## src/rtl/cws_pkg.sv

```systemverilog
// Shared types and constants for the congestion window sender.
package cws_pkg;

  typedef enum logic [1:0] {
    ACT_SEND    = 2'd0,
    ACT_ACK     = 2'd1,
    ACT_TICK    = 2'd2,
    ACT_FIN_ACK = 2'd3
  } cws_action_e;

  // configuration register indexes
  localparam logic [1:0] REG_TOTAL_SEGMENTS    = 2'd0;
  localparam logic [1:0] REG_INITIAL_THRESHOLD = 2'd1;
  localparam logic [1:0] REG_TIMEOUT_TICKS     = 2'd2;

  localparam logic [15:0] RST_TOTAL_SEGMENTS = 16'd1;
  localparam logic [10:0] RST_THRESHOLD      = 11'd16;
  localparam logic [23:0] RST_TIMEOUT_TICKS  = 24'd1000000;

  // largest window the 11-bit field can carry
  localparam int unsigned WINDOW_FIELD_MAX = 2047;

  typedef struct packed {
    logic [15:0] total_segments;
    logic [23:0] timeout_ticks;
    logic        thr_load;
    logic [10:0] thr_value;
  } cws_cfg_t;

  typedef struct packed {
    logic        send_valid;
    logic [16:0] send_seq;
    logic        send_is_resend;
    logic        send_is_fin;
    logic        timed_out;
    logic [10:0] window_size;
    logic [10:0] slow_start_threshold;
    logic [15:0] acked_base;
    logic        transfer_done;
  } cws_result_t;

endpackage

```

## src/rtl/cws_cfg.sv

```systemverilog
// Configuration registers of the congestion window sender.
module cws_cfg import cws_pkg::*; (
  input  logic        clk_i,
  input  logic        rst_ni,
  input  logic        cfg_we_i,
  input  logic [1:0]  cfg_index_i,
  input  logic [23:0] cfg_data_i,
  output cws_cfg_t    cfg_o
);

  logic [15:0] total_q, total_d;
  logic [23:0] timeout_q, timeout_d;
  logic        thr_load;
  logic [10:0] thr_value;

  always_comb begin
    total_d   = total_q;
    timeout_d = timeout_q;
    thr_load  = 1'b0;
    if (cfg_we_i) begin
      case (cfg_index_i)
        REG_TOTAL_SEGMENTS:    total_d   = cfg_data_i[15:0];
        REG_INITIAL_THRESHOLD: thr_load  = 1'b1;
        REG_TIMEOUT_TICKS:     timeout_d = cfg_data_i;
        default: ;
      endcase
    end
  end

  // zero threshold behaves as one
  assign thr_value = (cfg_data_i[10:0] == 11'd0) ? 11'd1 : cfg_data_i[10:0];

  always_ff @(posedge clk_i or negedge rst_ni) begin
    if (!rst_ni) begin
      total_q   <= RST_TOTAL_SEGMENTS;
      timeout_q <= RST_TIMEOUT_TICKS;
    end else begin
      total_q   <= total_d;
      timeout_q <= timeout_d;
    end
  end

  assign cfg_o.total_segments = total_q;
  assign cfg_o.timeout_ticks  = timeout_q;
  assign cfg_o.thr_load       = thr_load;
  assign cfg_o.thr_value      = thr_value;

endmodule

```

## src/rtl/cws_engine.sv

```systemverilog
// Window state registers and the per-event update logic.
module cws_engine import cws_pkg::*; #(
  parameter int unsigned MAX_WINDOW = 1024
) (
  input  logic        clk_i,
  input  logic        rst_ni,
  input  cws_cfg_t    cfg_i,
  input  logic        step_i,
  input  logic [1:0]  action_i,
  input  logic [15:0] ack_number_i,
  output cws_result_t result_o
);

  localparam int unsigned WinCapInt =
    (MAX_WINDOW < WINDOW_FIELD_MAX) ? MAX_WINDOW : WINDOW_FIELD_MAX;
  localparam logic [11:0] WinCap = 12'(WinCapInt);

  logic [10:0] window_q, window_d;
  logic [10:0] thr_q, thr_d;
  logic [15:0] base_q, base_d;
  logic [10:0] sent_q, sent_d;
  logic [10:0] acks_q, acks_d;
  logic        resend_q, resend_d;
  logic [16:0] goal_q, goal_d;
  logic [16:0] last_q, last_d;
  logic [23:0] timer_q, timer_d;
  logic        done_q, done_d;

  cws_action_e act;
  logic        data_phase;
  logic [16:0] next_off;
  logic [16:0] next_seq;
  logic [11:0] acks_inc;
  logic [11:0] grown;
  logic [23:0] timer_inc;
  logic [9:0]  half_win;
  logic        sv, rs, fin, to;
  logic [16:0] seq;

  assign act        = cws_action_e'(action_i);
  assign data_phase = base_q < cfg_i.total_segments;
  assign next_off   = {1'b0, base_q} + {6'd0, sent_q};
  assign next_seq   = next_off + 17'd1;
  assign acks_inc   = {1'b0, acks_q} + 12'd1;
  assign grown      = (window_q < thr_q) ? {window_q, 1'b0} : ({1'b0, window_q} + 12'd1);
  assign timer_inc  = timer_q + 24'd1;
  assign half_win   = window_q[10:1];

  always_comb begin
    window_d = window_q;
    thr_d    = thr_q;
    base_d   = base_q;
    sent_d   = sent_q;
    acks_d   = acks_q;
    resend_d = resend_q;
    goal_d   = goal_q;
    last_d   = last_q;
    timer_d  = timer_q;
    done_d   = done_q;
    sv = 1'b0; rs = 1'b0; fin = 1'b0; to = 1'b0;
    seq = 17'd0;
    if (!done_q) begin
      case (act)
        ACT_SEND: begin
          if (!data_phase) begin
            sv  = 1'b1;
            fin = 1'b1;
            seq = last_q + 17'd1;
          end else if (sent_q < window_q &&
                       next_off < {1'b0, cfg_i.total_segments}) begin
            sv     = 1'b1;
            seq    = next_seq;
            rs     = resend_q;
            last_d = next_seq;
            if (resend_q && next_seq == goal_q) resend_d = 1'b0;
            if (next_seq == {1'b0, cfg_i.total_segments}) begin
              sent_d   = window_q;
              resend_d = 1'b0;
            end else begin
              sent_d = sent_q + 11'd1;
            end
          end
        end
        ACT_ACK: begin
          if (ack_number_i > base_q) begin
            base_d = ack_number_i;
            acks_d = acks_inc[10:0];
            if (acks_inc >= {1'b0, window_q}) begin
              window_d = (grown > WinCap) ? WinCap[10:0] : grown[10:0];
              sent_d   = 11'd0;
              acks_d   = 11'd0;
              timer_d  = 24'd0;
            end
          end
        end
        ACT_TICK: begin
          if (data_phase && sent_q >= window_q) begin
            timer_d = timer_inc;
            if (timer_inc >= cfg_i.timeout_ticks || timer_inc == 24'd0) begin
              thr_d = (half_win == 10'd0) ? 11'd1 : {1'b0, half_win};
              if (!resend_q) goal_d = last_q;
              last_d   = {1'b0, base_q};
              resend_d = 1'b1;
              sent_d   = 11'd0;
              window_d = 11'd1;
              acks_d   = 11'd0;
              timer_d  = 24'd0;
              to       = 1'b1;
            end
          end
        end
        ACT_FIN_ACK: begin
          if (!data_phase) done_d = 1'b1;
        end
        default: ;
      endcase
    end
  end

  always_ff @(posedge clk_i or negedge rst_ni) begin
    if (!rst_ni) begin
      window_q <= 11'd1;
      thr_q    <= RST_THRESHOLD;
      base_q   <= 16'd0;
      sent_q   <= 11'd0;
      acks_q   <= 11'd0;
      resend_q <= 1'b0;
      goal_q   <= 17'd0;
      last_q   <= 17'd0;
      timer_q  <= 24'd0;
      done_q   <= 1'b0;
    end else if (cfg_i.thr_load) begin
      thr_q <= cfg_i.thr_value;
    end else if (step_i) begin
      window_q <= window_d;
      thr_q    <= thr_d;
      base_q   <= base_d;
      sent_q   <= sent_d;
      acks_q   <= acks_d;
      resend_q <= resend_d;
      goal_q   <= goal_d;
      last_q   <= last_d;
      timer_q  <= timer_d;
      done_q   <= done_d;
    end
  end

  assign result_o.send_valid           = sv;
  assign result_o.send_seq             = seq;
  assign result_o.send_is_resend       = rs;
  assign result_o.send_is_fin          = fin;
  assign result_o.timed_out            = to;
  assign result_o.window_size          = window_d;
  assign result_o.slow_start_threshold = thr_d;
  assign result_o.acked_base           = base_d;
  assign result_o.transfer_done        = done_d;

endmodule

```

## src/rtl/congestion_window_sender.sv

```systemverilog
// Top level of the go-back-N congestion window sender.
//
// Usage:
//   Input channel (in_valid_i / in_stall_o) carries one event per transaction:
//   action_i selects send request, ack, timer tick or fin-ack; ack_number_i
//   is the cumulative ack of an arriving ack.
//   Output channel (out_valid_o / out_stall_i) returns exactly one result
//   transaction per event: the segment to send (if any), the timeout flag and
//   the window, threshold, acked base and done flag after the event.
//   Path: an accepted transaction passes the input register, then the update
//   logic, then the result register.
//   Throughput: one event per cycle while the result side is not stalled; the
//   state update is a single pass of compares and adds, so back-to-back events chain through the state regs.
//   Stall: while the result register is full and stalled, the input register
//   holds its event and in_stall_o rises once it is occupied too.
//   Reset: window 1, threshold 16, base 0, segments 1, timeout 1000000 ticks.
//   Config writes (cfg_we_i) are made with no events in flight; a threshold
//   write also reloads the live threshold.
module congestion_window_sender import cws_pkg::*; #(
  parameter int unsigned MAX_WINDOW = 1024
) (
  input  logic        clk_i,
  input  logic        rst_ni,
  // event input
  input  logic        in_valid_i,
  output logic        in_stall_o,
  input  logic [1:0]  action_i,
  input  logic [15:0] ack_number_i,
  // result output
  output logic        out_valid_o,
  input  logic        out_stall_i,
  output logic        send_valid_o,
  output logic [16:0] send_seq_o,
  output logic        send_is_resend_o,
  output logic        send_is_fin_o,
  output logic        timed_out_o,
  output logic [10:0] window_size_o,
  output logic [10:0] slow_start_threshold_o,
  output logic [15:0] acked_base_o,
  output logic        transfer_done_o,
  // configuration
  input  logic        cfg_we_i,
  input  logic [1:0]  cfg_index_i,
  input  logic [23:0] cfg_data_i
);

  localparam int unsigned WinCapInt =
    (MAX_WINDOW < WINDOW_FIELD_MAX) ? MAX_WINDOW : WINDOW_FIELD_MAX;
  localparam logic [10:0] WinCap = 11'(WinCapInt);

  cws_cfg_t    cfg;
  cws_result_t result;

  // input register stage
  logic        s1_valid_q, s1_valid_d;
  logic [1:0]  s1_action_q;
  logic [15:0] s1_ack_q;

  // result register stage
  logic        out_valid_q, out_valid_d;
  cws_result_t out_q;

  logic out_ready;   // result register can take a transaction this cycle
  logic advance;     // event in the input register is processed now
  logic accept;

  assign out_ready  = !out_valid_q || !out_stall_i;
  assign advance    = s1_valid_q && out_ready;
  assign in_stall_o = s1_valid_q && !out_ready;
  assign accept     = in_valid_i && !in_stall_o;

  always_comb begin
    s1_valid_d = s1_valid_q;
    if (accept)       s1_valid_d = 1'b1;
    else if (advance) s1_valid_d = 1'b0;
  end

  always_comb begin
    out_valid_d = out_valid_q;
    if (advance)        out_valid_d = 1'b1;
    else if (out_ready) out_valid_d = 1'b0;
  end

  always_ff @(posedge clk_i or negedge rst_ni) begin
    if (!rst_ni) begin
      s1_valid_q  <= 1'b0;
      out_valid_q <= 1'b0;
    end else begin
      s1_valid_q  <= s1_valid_d;
      out_valid_q <= out_valid_d;
    end
  end

  // payload registers, no reset
  always_ff @(posedge clk_i) begin
    if (accept) begin
      s1_action_q <= action_i;
      s1_ack_q    <= ack_number_i;
    end
    if (advance) out_q <= result;
  end

  cws_cfg u_cfg (
    .clk_i       (clk_i),
    .rst_ni      (rst_ni),
    .cfg_we_i    (cfg_we_i),
    .cfg_index_i (cfg_index_i),
    .cfg_data_i  (cfg_data_i),
    .cfg_o       (cfg)
  );

  cws_engine #(
    .MAX_WINDOW (MAX_WINDOW)
  ) u_engine (
    .clk_i        (clk_i),
    .rst_ni       (rst_ni),
    .cfg_i        (cfg),
    .step_i       (advance),
    .action_i     (s1_action_q),
    .ack_number_i (s1_ack_q),
    .result_o     (result)
  );

  assign out_valid_o            = out_valid_q;
  assign send_valid_o           = out_q.send_valid;
  assign send_seq_o             = out_q.send_seq;
  assign send_is_resend_o       = out_q.send_is_resend;
  assign send_is_fin_o          = out_q.send_is_fin;
  assign timed_out_o            = out_q.timed_out;
  assign window_size_o          = out_q.window_size;
  assign slow_start_threshold_o = out_q.slow_start_threshold;
  assign acked_base_o           = out_q.acked_base;
  assign transfer_done_o        = out_q.transfer_done;

`ifndef ASSERT_OFF
  // input only backs up when the result register is full and held
  a_stall_cause: assert property (@(posedge clk_i) disable iff (!rst_ni)
    in_stall_o |-> (out_valid_o && out_stall_i))
    else $error("input stalled without a held result");

  // no segment means no sequence number or segment flags
  a_idle_send: assert property (@(posedge clk_i) disable iff (!rst_ni)
    (out_valid_o && !send_valid_o) |->
      (send_seq_o == 17'd0 && !send_is_resend_o && !send_is_fin_o))
    else $error("segment fields set without a send");

  // a timeout collapses the window and sends nothing
  a_timeout_window: assert property (@(posedge clk_i) disable iff (!rst_ni)
    (out_valid_o && timed_out_o) |-> (window_size_o == 11'd1 && !send_valid_o))
    else $error("timeout did not reset the window");

  // window stays inside its cap
  a_window_range: assert property (@(posedge clk_i) disable iff (!rst_ni)
    out_valid_o |-> (window_size_o != 11'd0 && window_size_o <= WinCap))
    else $error("window out of range");
`endif

endmodule

```

## config.mk

```make
export PLATFORM = sky130hd
export DESIGN_NAME = congestion_window_sender
export DESIGN_NICKNAME = d
export VERILOG_FILES = /design/src/rtl/cws_pkg.sv /design/src/rtl/cws_cfg.sv /design/src/rtl/cws_engine.sv /design/src/rtl/congestion_window_sender.sv
export SDC_FILE = /design/constraint.sdc
export NUM_CORES = 1
export LEC_CHECK = 0
export BUFFER_PORTS_ARGS = -buffer_cell sky130_fd_sc_hd__buf_2
export CAP_MARGIN = 30
export CELL_PAD_IN_SITES_DETAIL_PLACEMENT = 2
export CELL_PAD_IN_SITES_GLOBAL_PLACEMENT = 2
export CORE_MARGIN = 2
export CORE_UTILIZATION = 40
export CTS_CLUSTER_SIZE = 12
export DETAILED_ROUTE_END_ITERATION = 7
export PLACE_DENSITY_LB_ADDON = 0.1
export SYNTH_ARGS = -nofsm -noshare
export SYNTH_HDL_FRONTEND = slang
export SYNTH_SLANG_ARGS = --single-unit
```

## constraint.sdc

```tcl
create_clock -name clk_i -period 6.1 [get_ports clk_i]
set_clock_uncertainty 0.2 [all_clocks]
set_input_delay 0.305 -clock clk_i [delete_from_list [all_inputs] [get_ports clk_i]]
set_output_delay 0.305 -clock clk_i [all_outputs]
set_load 0.01 [all_outputs]
```

==> results of run 1 <==
[cell usage after synthesis, drive strengths merged (32+ instances only)]
master / count / share of area
nand2: 152 / 0.036
xnor2: 64 / 0.036
dfrtp: 152 / 0.24
o21ai: 135 / 0.042
a21oi: 70 / 0.022
edfxtp: 78 / 0.15
inv: 108 / 0.025
nand4: 42 / 0.017
a21o: 32 / 0.015
clkbuf: 52 / 0.012
mux2: 73 / 0.054
nand3: 48 / 0.016
ha: 126 / 0.099
nor2: 113 / 0.027
[area by class of cell]
class / instances / area, sq um / share of cell area
Sequential cell: 240 / 6410 / 0.345
Clock buffer: 40 / 787 / 0.0424
Tap cell: 525 / 657 / 0.0354
Timing Repair Buffer: 192 / 1300 / 0.0702
Clock inverter: 13 / 146 / 0.00788
Inverter: 111 / 418 / 0.0225
Multi-Input combinational cell: 1237 / 8850 / 0.477
[through the flow]
step,cells,util,setup WS [ns],cell area (sq um)
2_1_floorplan,1660,-,1.12,16000
3_3_place_gp,2255,0.433,0.732,17100
3_5_place_dp,2258,0.434,0.517,17200
4_1_cts,2357,0.469,0.489,18500
5_1_grt,2358,0.470,0.122,18600
6_report,2358,0.470,0.466,18600
[power groups by stage]
stage               Clock, mW  Combinational (mW)  Sequential (mW)
floorplan                   0                1.84             2.21
global placement            0                2.72             2.27
detailed placement          0                2.85             2.30
CTS                      1.79                2.91             2.28
global route             1.87                3.25             2.32
finish                   1.76                2.93             2.28
[state kept, by name (all words and copies together) (netlist names), 16 cells and up]
signal,count
u_cfg.timeout_q,24
u_engine.timer_q,24
u_engine.last_q,17
u_cfg.total_q,16
u_engine.goal_q,17
s1_ack_q,16
u_engine.base_q,16
acked_base_o,16
send_seq_o,17
[worst paths after layout]
| check | start | endpoint | cells past startpoint |
|---|---|---|---|
| worst max register to register | u_engine.sent_q[0] | u_engine.sent_q[0] | 20 |
| worst min-delay path | rst_ni | u_engine.goal_q[10] | 2 |
| min in group clk_i | cfg_index_i[1] | u_engine.thr_q[6] | 5 |
| worst max-delay path | u_engine.sent_q[0] | u_engine.sent_q[0] | 20 |
| max in group asynchronous | rst_ni | u_engine.thr_q[4] | 4 |
| worst min register to register | u_cfg.timeout_q[13] | u_cfg.timeout_q[13] | 1 |
[metal layers]
metal  global-route usage  routed length, um
met1                0.368              25400
met2                0.468              27500
met3               0.0351               2390
met4               0.0879               1730
met5                    0                  0
[worst max-delay path, delay by kind of cell (launching register included)]
kind                     cells  cell delay (ns)
multiplexers                 1             0.15
buffers and inverters        2             0.40
AO/OA/AOI/OAI                6             1.81
flip-flops                   1             0.42
AND/OR/NAND/NOR              8             1.52
adder cells (fa/ha/maj)      3             1.05
[logic make-up after synthesis]
| logic type | after synthesis |
|---|---|
| AND/OR/NAND/NOR | 509 |
| AO/OA/AOI/OAI | 404 |
| flip-flops | 240 |
| buffers and inverters | 183 |
| adder cells (fa/ha/maj) | 127 |
| XOR/XNOR | 99 |
| multiplexers | 98 |
==> summary.md, run 1 <==
| Metric | Value |
|---|---|
| Fin. max-slew vios | `0` |
| Critical Path Fanout Max | `11` |
| Crit path time final | `5.63 ns` |
| Syn. warnings | `0` |
| Worst vdd ir | `between 0.2 and 0.3 mV` |
| Net switching power | `about 2.9 mW` |
| DR vias/cell | `5.84` |
| Register share of total power | `0.327` |
| Synth Area in XOR/XNOR | `0.0582` |
| #FFs+latches synth | `between 200 and 250` |
| CP Data Required Time | `roughly 6.4 ns` |
| # setup viols final | `0` |
| Logic gate share of total power | `0.420` |
| Initial antenna violation count | `0` |
| Crit path capture type | `register` |
| Share of cells above drive strength 1 | `0.167` |
| Wirelength per Cell | `24.2 um` |
| Starting Density | `0.404` |
| Cts hold-fix bufs | `46` |
| IO Count | `111` |
| Status | `finished, final reports clean` |
| Vias in the first global route | `15000` |
| Post-CTS sizing | `0` |
| Crit-path max cell delay | `between 0.6 and 0.7 ns` |
| Syn Std Cell Area | `0.0160 sq mm` |
| Post-DRT Antenna Nets | `0` |
| Cells along the critical path | `ha_1 > fa_1 > a211oi_2 > nor3_1 > o211a_1 > nor3_1 > inv_1 > ha_1 > a21oi_1 > nor2_1 > nor3_1 > a311oi_1 > nor4_2 > buf_4 > nand2_1 > nand2_1 > nand3_1 > a2111o_1 > a21o_1 > mux2i_1` |
| Clock sinks | `240` |
| Compound-Gate Fraction of Synth Area | `0.166` |
| Crit path launch type | `register` |
| Gr usage total | `0.277` |
| Area of the die | `between 0.04 and 0.05 sq mm` |
| Multiplexer share of the synthesized area | `0.0695` |
| Total gr overflow | `0` |
| RSZ-0062 raised after global routing | `false` |
| Cell mode on critical path | `nor3_1` |
| R2r setup slk | `approximately 0.47 ns` |
| Area grow syn2layout | `16.3%` |
| Dpl hpwl | `between 40000 and 50000 um` |
| Adder-Cell Fraction of Synth Area | `0.0999` |
| Ant diodes | `0` |
| Chip width | `roughly 200 um` |
| Die Ht | `204 um` |
| Clk buf depth | `3` |
| Worst slew pin tran | `roughly 0.95 ns` |
| Final Hold Viols | `0` |
| Synth Area in Simple Gates | `0.159` |
| Post-synthesis cell type count | `slightly below 90` |
| Hold WS | `0.109 ns` |
| Routed vias | `around 14000` |
| Drt drc | `0` |
| Rel. slew slack | `0.355` |
| HP Class | `in -> async` |
| Internal power | `4.11 mW` |
| WP data arrival | `~5.9 ns` |
| RD Place Congestion | `~0.87` |
| Tcrit/Tclk final | `0.924` |
| Async S/R FF share, synth | `0.675` |
| First-pass GRT wire length | `89300 um` |
| Largest family of logic cells by synthesized area | `compound AO/OA/AOI/OAI gates` |
| Syn_area_per_cell | `between 9 and 10 sq um` |
| Most frequent cells in the layout | `nand2_1 (152), dfrtp_1 (152), ha_1 (125)` |
| Maximum number of pins on one net before global-route repair | `67` |
| Postcts setup bufs | `0` |
| FMAX | `roughly 180 MHz` |
| Pre-Repair DR Iteration Count | `5` |
| Setup_tns | `0 ns` |
| Clock transition at path regs | `approximately 0.060 ns` |
| Clock share of power | `0.253` |
| Iter 0 DRT Violations | `just over 700` |
| TritonCTS Buffers | `29` |
| Primary FF master, synth | `dfrtp_1` |
| IO Port Bufs | `110` |
| Number of H-tree levels | `1` |
| Syn_nets | `1836` |
| Fill count | `4171` |
| EDFF count, synth | `78` |
| Pwr per Cell Area | `376 mW/mm^2` |
| Row cnt | `73` |
| Insertion delay to the later sink of the worst-skew pair | `about 0.58 ns` |
| Switching share of power | `0.411` |
| Syn Inst Count | `1660` |
| Critical path type | `reg -> reg` |
| Nets@finish | `1987` |
| Core box area | `slightly below 0.04 sq mm` |
| Slowest CP cell | `a2111o_1` |
| Sequential share of the synthesized area | `0.401` |
| Root buffer cell | `clkbuf_16` |
| CTS tree | `yes` |
| Leak Pwr | `8.24 nW` |
| Pwr Total | `6.98 mW` |
| DRT Wirelength | `approximately 57000 um` |
| MaxCap Viol Count | `0` |
Note: power is estimated with default switching activity, not from simulation.
==> run 2: changes to the inputs <==
--- a/config.mk
+++ b/config.mk
@@ -5,12 +5,13 @@
 export SDC_FILE = /design/constraint.sdc
 export NUM_CORES = 1
 export LEC_CHECK = 0
+export ABC_AREA = 1
 export BUFFER_PORTS_ARGS = -buffer_cell sky130_fd_sc_hd__buf_2
-export CAP_MARGIN = 30
+export CAP_MARGIN = 25
 export CELL_PAD_IN_SITES_DETAIL_PLACEMENT = 2
 export CELL_PAD_IN_SITES_GLOBAL_PLACEMENT = 2
 export CORE_MARGIN = 2
-export CORE_UTILIZATION = 40
+export CORE_UTILIZATION = 36
 export CTS_CLUSTER_SIZE = 12
 export DETAILED_ROUTE_END_ITERATION = 7
 export PLACE_DENSITY_LB_ADDON = 0.1
==> constraint.sdc (replaced) <==
create_clock -name clk_i -period 6.1 [get_ports clk_i]
set_clock_uncertainty 0.2 [all_clocks]
set_input_delay 0.61 -clock clk_i [delete_from_list [all_inputs] [get_ports clk_i]]
set_output_delay 0.61 -clock clk_i [all_outputs]
set_load 0.01 [all_outputs]
==> summary.md, run 2 <==
| Metric | Value |
|---|---|
| #FFs+latches synth | `240 (unchanged)` |
| Synth Area in XOR/XNOR | `0.0196 (was 0.0582)` |
| Syn_nets | `2292 (was 1836)` |
| Switching share of power | `0.393 (was 0.411)` |
| Area of the die | `0.0464 sq mm (was 0.0416 sq mm)` |
| IO Count | `111 (unchanged)` |
| Fill count | `5198 (was 4171)` |
| Drt drc | `0 (unchanged)` |
| Initial antenna violation count | `0 (unchanged)` |
| Routed vias | `15100 (was 13800)` |
| Vias in the first global route | `16800 (was 15000)` |
| Synth Area in Simple Gates | `0.280 (was 0.159)` |
| Tcrit/Tclk final | `0.849 (was 0.924)` |
| Adder-Cell Fraction of Synth Area | `0.0993 (was 0.0999)` |
| Final Hold Viols | `0 (unchanged)` |
| Syn Std Cell Area | `0.0161 sq mm (was 0.0160 sq mm)` |
| Multiplexer share of the synthesized area | `0 (was 0.0695)` |
| Crit path time final | `5.18 ns (was 5.63 ns)` |
| Share of cells above drive strength 1 | `0.113 (was 0.167)` |
| Post-synthesis cell type count | `57 (was 89)` |
| RD Place Congestion | `0.865 (was 0.869)` |
| Internal power | `3.60 mW (was 4.11 mW)` |
| TritonCTS Buffers | `30 (was 29)` |
| Largest family of logic cells by synthesized area | `simple AND/OR/NAND/NOR gates (was compound AO/OA/AOI/OAI gates)` |
| Cell mode on critical path | `nand2_1 (was nor3_1)` |
| R2r setup slk | `0.92 ns (was 0.47 ns)` |
| WP data arrival | `5.50 ns (was 5.93 ns)` |
| Commonest cells post-synth | `nand2_1 (549), inv_1 (308), dfrtp_1 (152), nand3_1 (152), nor2_1 (145) (was dfrtp_1 (152), nand2_1 (152), ha_1 (126))` |
| Row cnt | `77 (was 73)` |
| Ant diodes | `0 (unchanged)` |
| Dpl hpwl | `45400 um (was 41300 um)` |
| Critical Path Fanout Max | `12 (was 11)` |
| DR vias/cell | `5.29 (was 5.84)` |
| CTS tree | `yes (unchanged)` |
| Cts hold-fix bufs | `19 (was 46)` |
| Crit-path max cell delay | `0.64 ns (was 0.65 ns)` |
| Rel. slew slack | `0.372 (was 0.355)` |
| Primary FF master, synth | `dfrtp_1 (unchanged)` |
| Net switching power | `2.33 mW (was 2.87 mW)` |
| # setup viols final | `0 (unchanged)` |
| Fin. max-slew vios | `0 (unchanged)` |
| Fin util | `0.419 (was 0.470)` |
| Syn_area_per_cell | `7.60 sq um (was 9.62 sq um)` |
| Crit path launch type | `register (unchanged)` |
| MaxCap Viol Count | `0 (unchanged)` |
| IO Port Bufs | `110 (unchanged)` |
| Syn. warnings | `0 (unchanged)` |
| Worst vdd ir | `0.195 mV (was 0.251 mV)` |
| Leading area contributor after synthesis | `dfrtp_1 (unchanged)` |
| Compound-Gate Fraction of Synth Area | `0.114 (was 0.166)` |
| Logic gate share of total power | `0.337 (was 0.420)` |
| Root buffer cell | `clkbuf_16 (unchanged)` |
| Worst slew pin tran | `0.942 ns (was 0.955 ns)` |
| DRT Wirelength | `58500 um (was 57100 um)` |
| Status | `finished, final reports clean (unchanged)` |
| Clock sinks | `240 (unchanged)` |
| Pwr per Cell Area | `320 mW/mm^2 (was 376 mW/mm^2)` |
| Pre-Repair DR Iteration Count | `4 (was 5)` |
| Setup_tns | `0 ns (unchanged)` |
| RSZ-0062 raised after global routing | `false (unchanged)` |
| Most frequent cells in the layout | `nand2_1 (549), inv_1 (308), nand3_1 (152), dfrtp_1 (152), nor2_1 (144) (was nand2_1 (152), dfrtp_1 (152), ha_1 (125))` |
| Cell family with most CP delay | `simple AND/OR/NAND/NOR gates (was compound AO/OA/AOI/OAI gates)` |
| Clk buf depth | `3 (unchanged)` |
| Gr usage total | `0.256 (was 0.277)` |
| EDFF count, synth | `78 (unchanged)` |
| Iter 0 DRT Violations | `706 (was 726)` |
| Leak Pwr | `9.01 nW (was 8.24 nW)` |
| Clock share of power | `0.315 (was 0.253)` |
| Starting Density | `0.365 (was 0.404)` |
| CP Data Required Time | `6.42 ns (was 6.39 ns)` |
| Slowest CP cell | `nor2_1 (was a2111o_1)` |
| Final cell count without fillers | `2854 (was 2358)` |
| Post-CTS sizing | `0 (unchanged)` |
| Chip width | `215 um (was 204 um)` |
| Dominant cells by area after synthesis | `dfrtp_1 (24%), edfxtp_1 (15%), nand2_1 (13%) (was dfrtp_1 (24%), edfxtp_1 (15%), ha_1 (9.9%))` |
| Placed cell areas | `0.0173 sq mm (was 0.0172 sq mm)` |
| Largest registers | `u_cfg.timeout_q (24), u_engine.timer_q (24) (unchanged)` |
| Crit path capture type | `register (unchanged)` |
| Syn Inst Count | `2116 (was 1660)` |
| Placed cells | `2779 (was 2258)` |
| Sequential share of the synthesized area | `0.398 (was 0.401)` |
| Commonest non-fill, non-tap cell in the layout | `nand2_1` |
| HP Class | `in -> reg (was in -> async)` |
| Wirelength per Cell | `20.5 um (was 24.2 um)` |
| Maximum number of pins on one net before global-route repair | `66 (was 67)` |
| Nets@finish | `2414 (was 1987)` |
| Post-route cell area | `0.0185 sq mm (was 0.0186 sq mm)` |
| Post-DRT Antenna Nets | `0 (unchanged)` |
| First-pass GRT wire length | `94600 um (was 89300 um)` |
| Insertion delay to the later sink of the worst-skew pair | `0.59 ns (was 0.58 ns)` |
| Number of H-tree levels | `1 (unchanged)` |
| Postcts setup bufs | `0 (unchanged)` |
| Synth top area share | `0.236 (was 0.238)` |
| Worst Path Buf+Inv | `2 (unchanged)` |
| FMAX | `193 MHz (was 177 MHz)` |
| Core box area | `0.0441 sq mm (was 0.0395 sq mm)` |
| Critical path type | `reg -> reg (unchanged)` |
| Total gr overflow | `0 (unchanged)` |
| Die Ht | `215 um (was 204 um)` |
| Area grow syn2layout | `14.9% (was 16.3%)` |
| Async S/R FF share, synth | `0.675 (unchanged)` |
| Register share of total power | `0.348 (was 0.327)` |
| Clock transition at path regs | `0.06 ns (about the same)` |
| Dominant cell by count in the synthesized netlist | `nand2_1` |
[run 2: changes by cell type after synthesis, moves of 21 or more]
cell / previous run / this run
nand3_1: 46 / 152
a21oi_1: 70 / 110
mux2_2: 62 / 0
o22ai_1: 6 / 27
and3_1: 30 / 0
a21o_1: 32 / 0
inv_1: 106 / 308
xnor2_1: 63 / 2
mux2i_1: 25 / 0
nand2_1: 152 / 549
nor2_1: 111 / 145
[run 2: area by class of cell]
type	instances	area, sq um	share of cell area
multi-input cells	1503	8260	0.447
flip-flops and latches	240	6410	0.347
inverters	322	1210	0.0654
clock buffers	42	857	0.0464
repair buffers	141	837	0.0453
well taps	592	741	0.0401
clock inverters	14	171	0.00927
[run 2: metal layers]
| layer | vias to the layer above | GRT usage | part of all wire |
|---|---|---|---|
| li1 | 7245 | - | - |
| met1 | 7608 | 0.341 | 0.46 |
| met2 | 192 | 0.454 | 0.50 |
| met3 | 57 | 0.0228 | 0.028 |
| met4 | 0 | 0.0513 | 0.017 |
| met5 | - | 0 | 0 |
[run 2: worst reg2reg max path: cells and delay by family, from the launching register on]
kind,cells,cell delay (ns)
compound gates,1,0.28
fa+ha+maj,3,1.08
buf+inv,2,0.27
flops,1,0.44
simple gates,19,2.83
[run 2: power groups by stage]
stage,logic (mW),registers [mW],clock network [mW]
after floorplan,1.26,2.04,0
after global placement,1.88,2.08,0
after detailed placement,1.98,2.09,0
after CTS,2.01,2.06,1.91
after global routing,2.26,2.09,1.97
final,2.00,2.06,1.86
[run 2: cells by family after synthesis]
kind of cell	after synthesis
DFF	240
buffers and inverters	373
and+or+nand+nor	1010
AOI/OAI and AO/OA	330
xor gates and xnor gates	36
adders and majority gates	127
[run 2: final timing paths]
check                                   start                    to  cells after the start
setup / recovery           u_engine.sent_q[0]    u_engine.sent_q[9]                     25
hold / removal                     in_valid_i            s1_valid_q                      3
setup reg to reg           u_engine.sent_q[0]    u_engine.sent_q[9]                     25
hold reg to reg            u_cfg.timeout_q[3]    u_cfg.timeout_q[3]                      2
max in group asynchronous              rst_ni  u_engine.window_q[6]                      3
min in group asynchronous              rst_ni   u_engine.goal_q[11]                      2
[run 2: stage by stage]
stage	power, mW	hold slack (ns)	setup WS (ns)
detailed placement	4.07	0.277	0.974
global route	6.31	0.0549	0.419
global placement	3.96	0.266	1.31
finish	5.92	0.0536	0.924
floorplan	3.30	0.114	0.752
CTS	5.98	0.0204	0.899
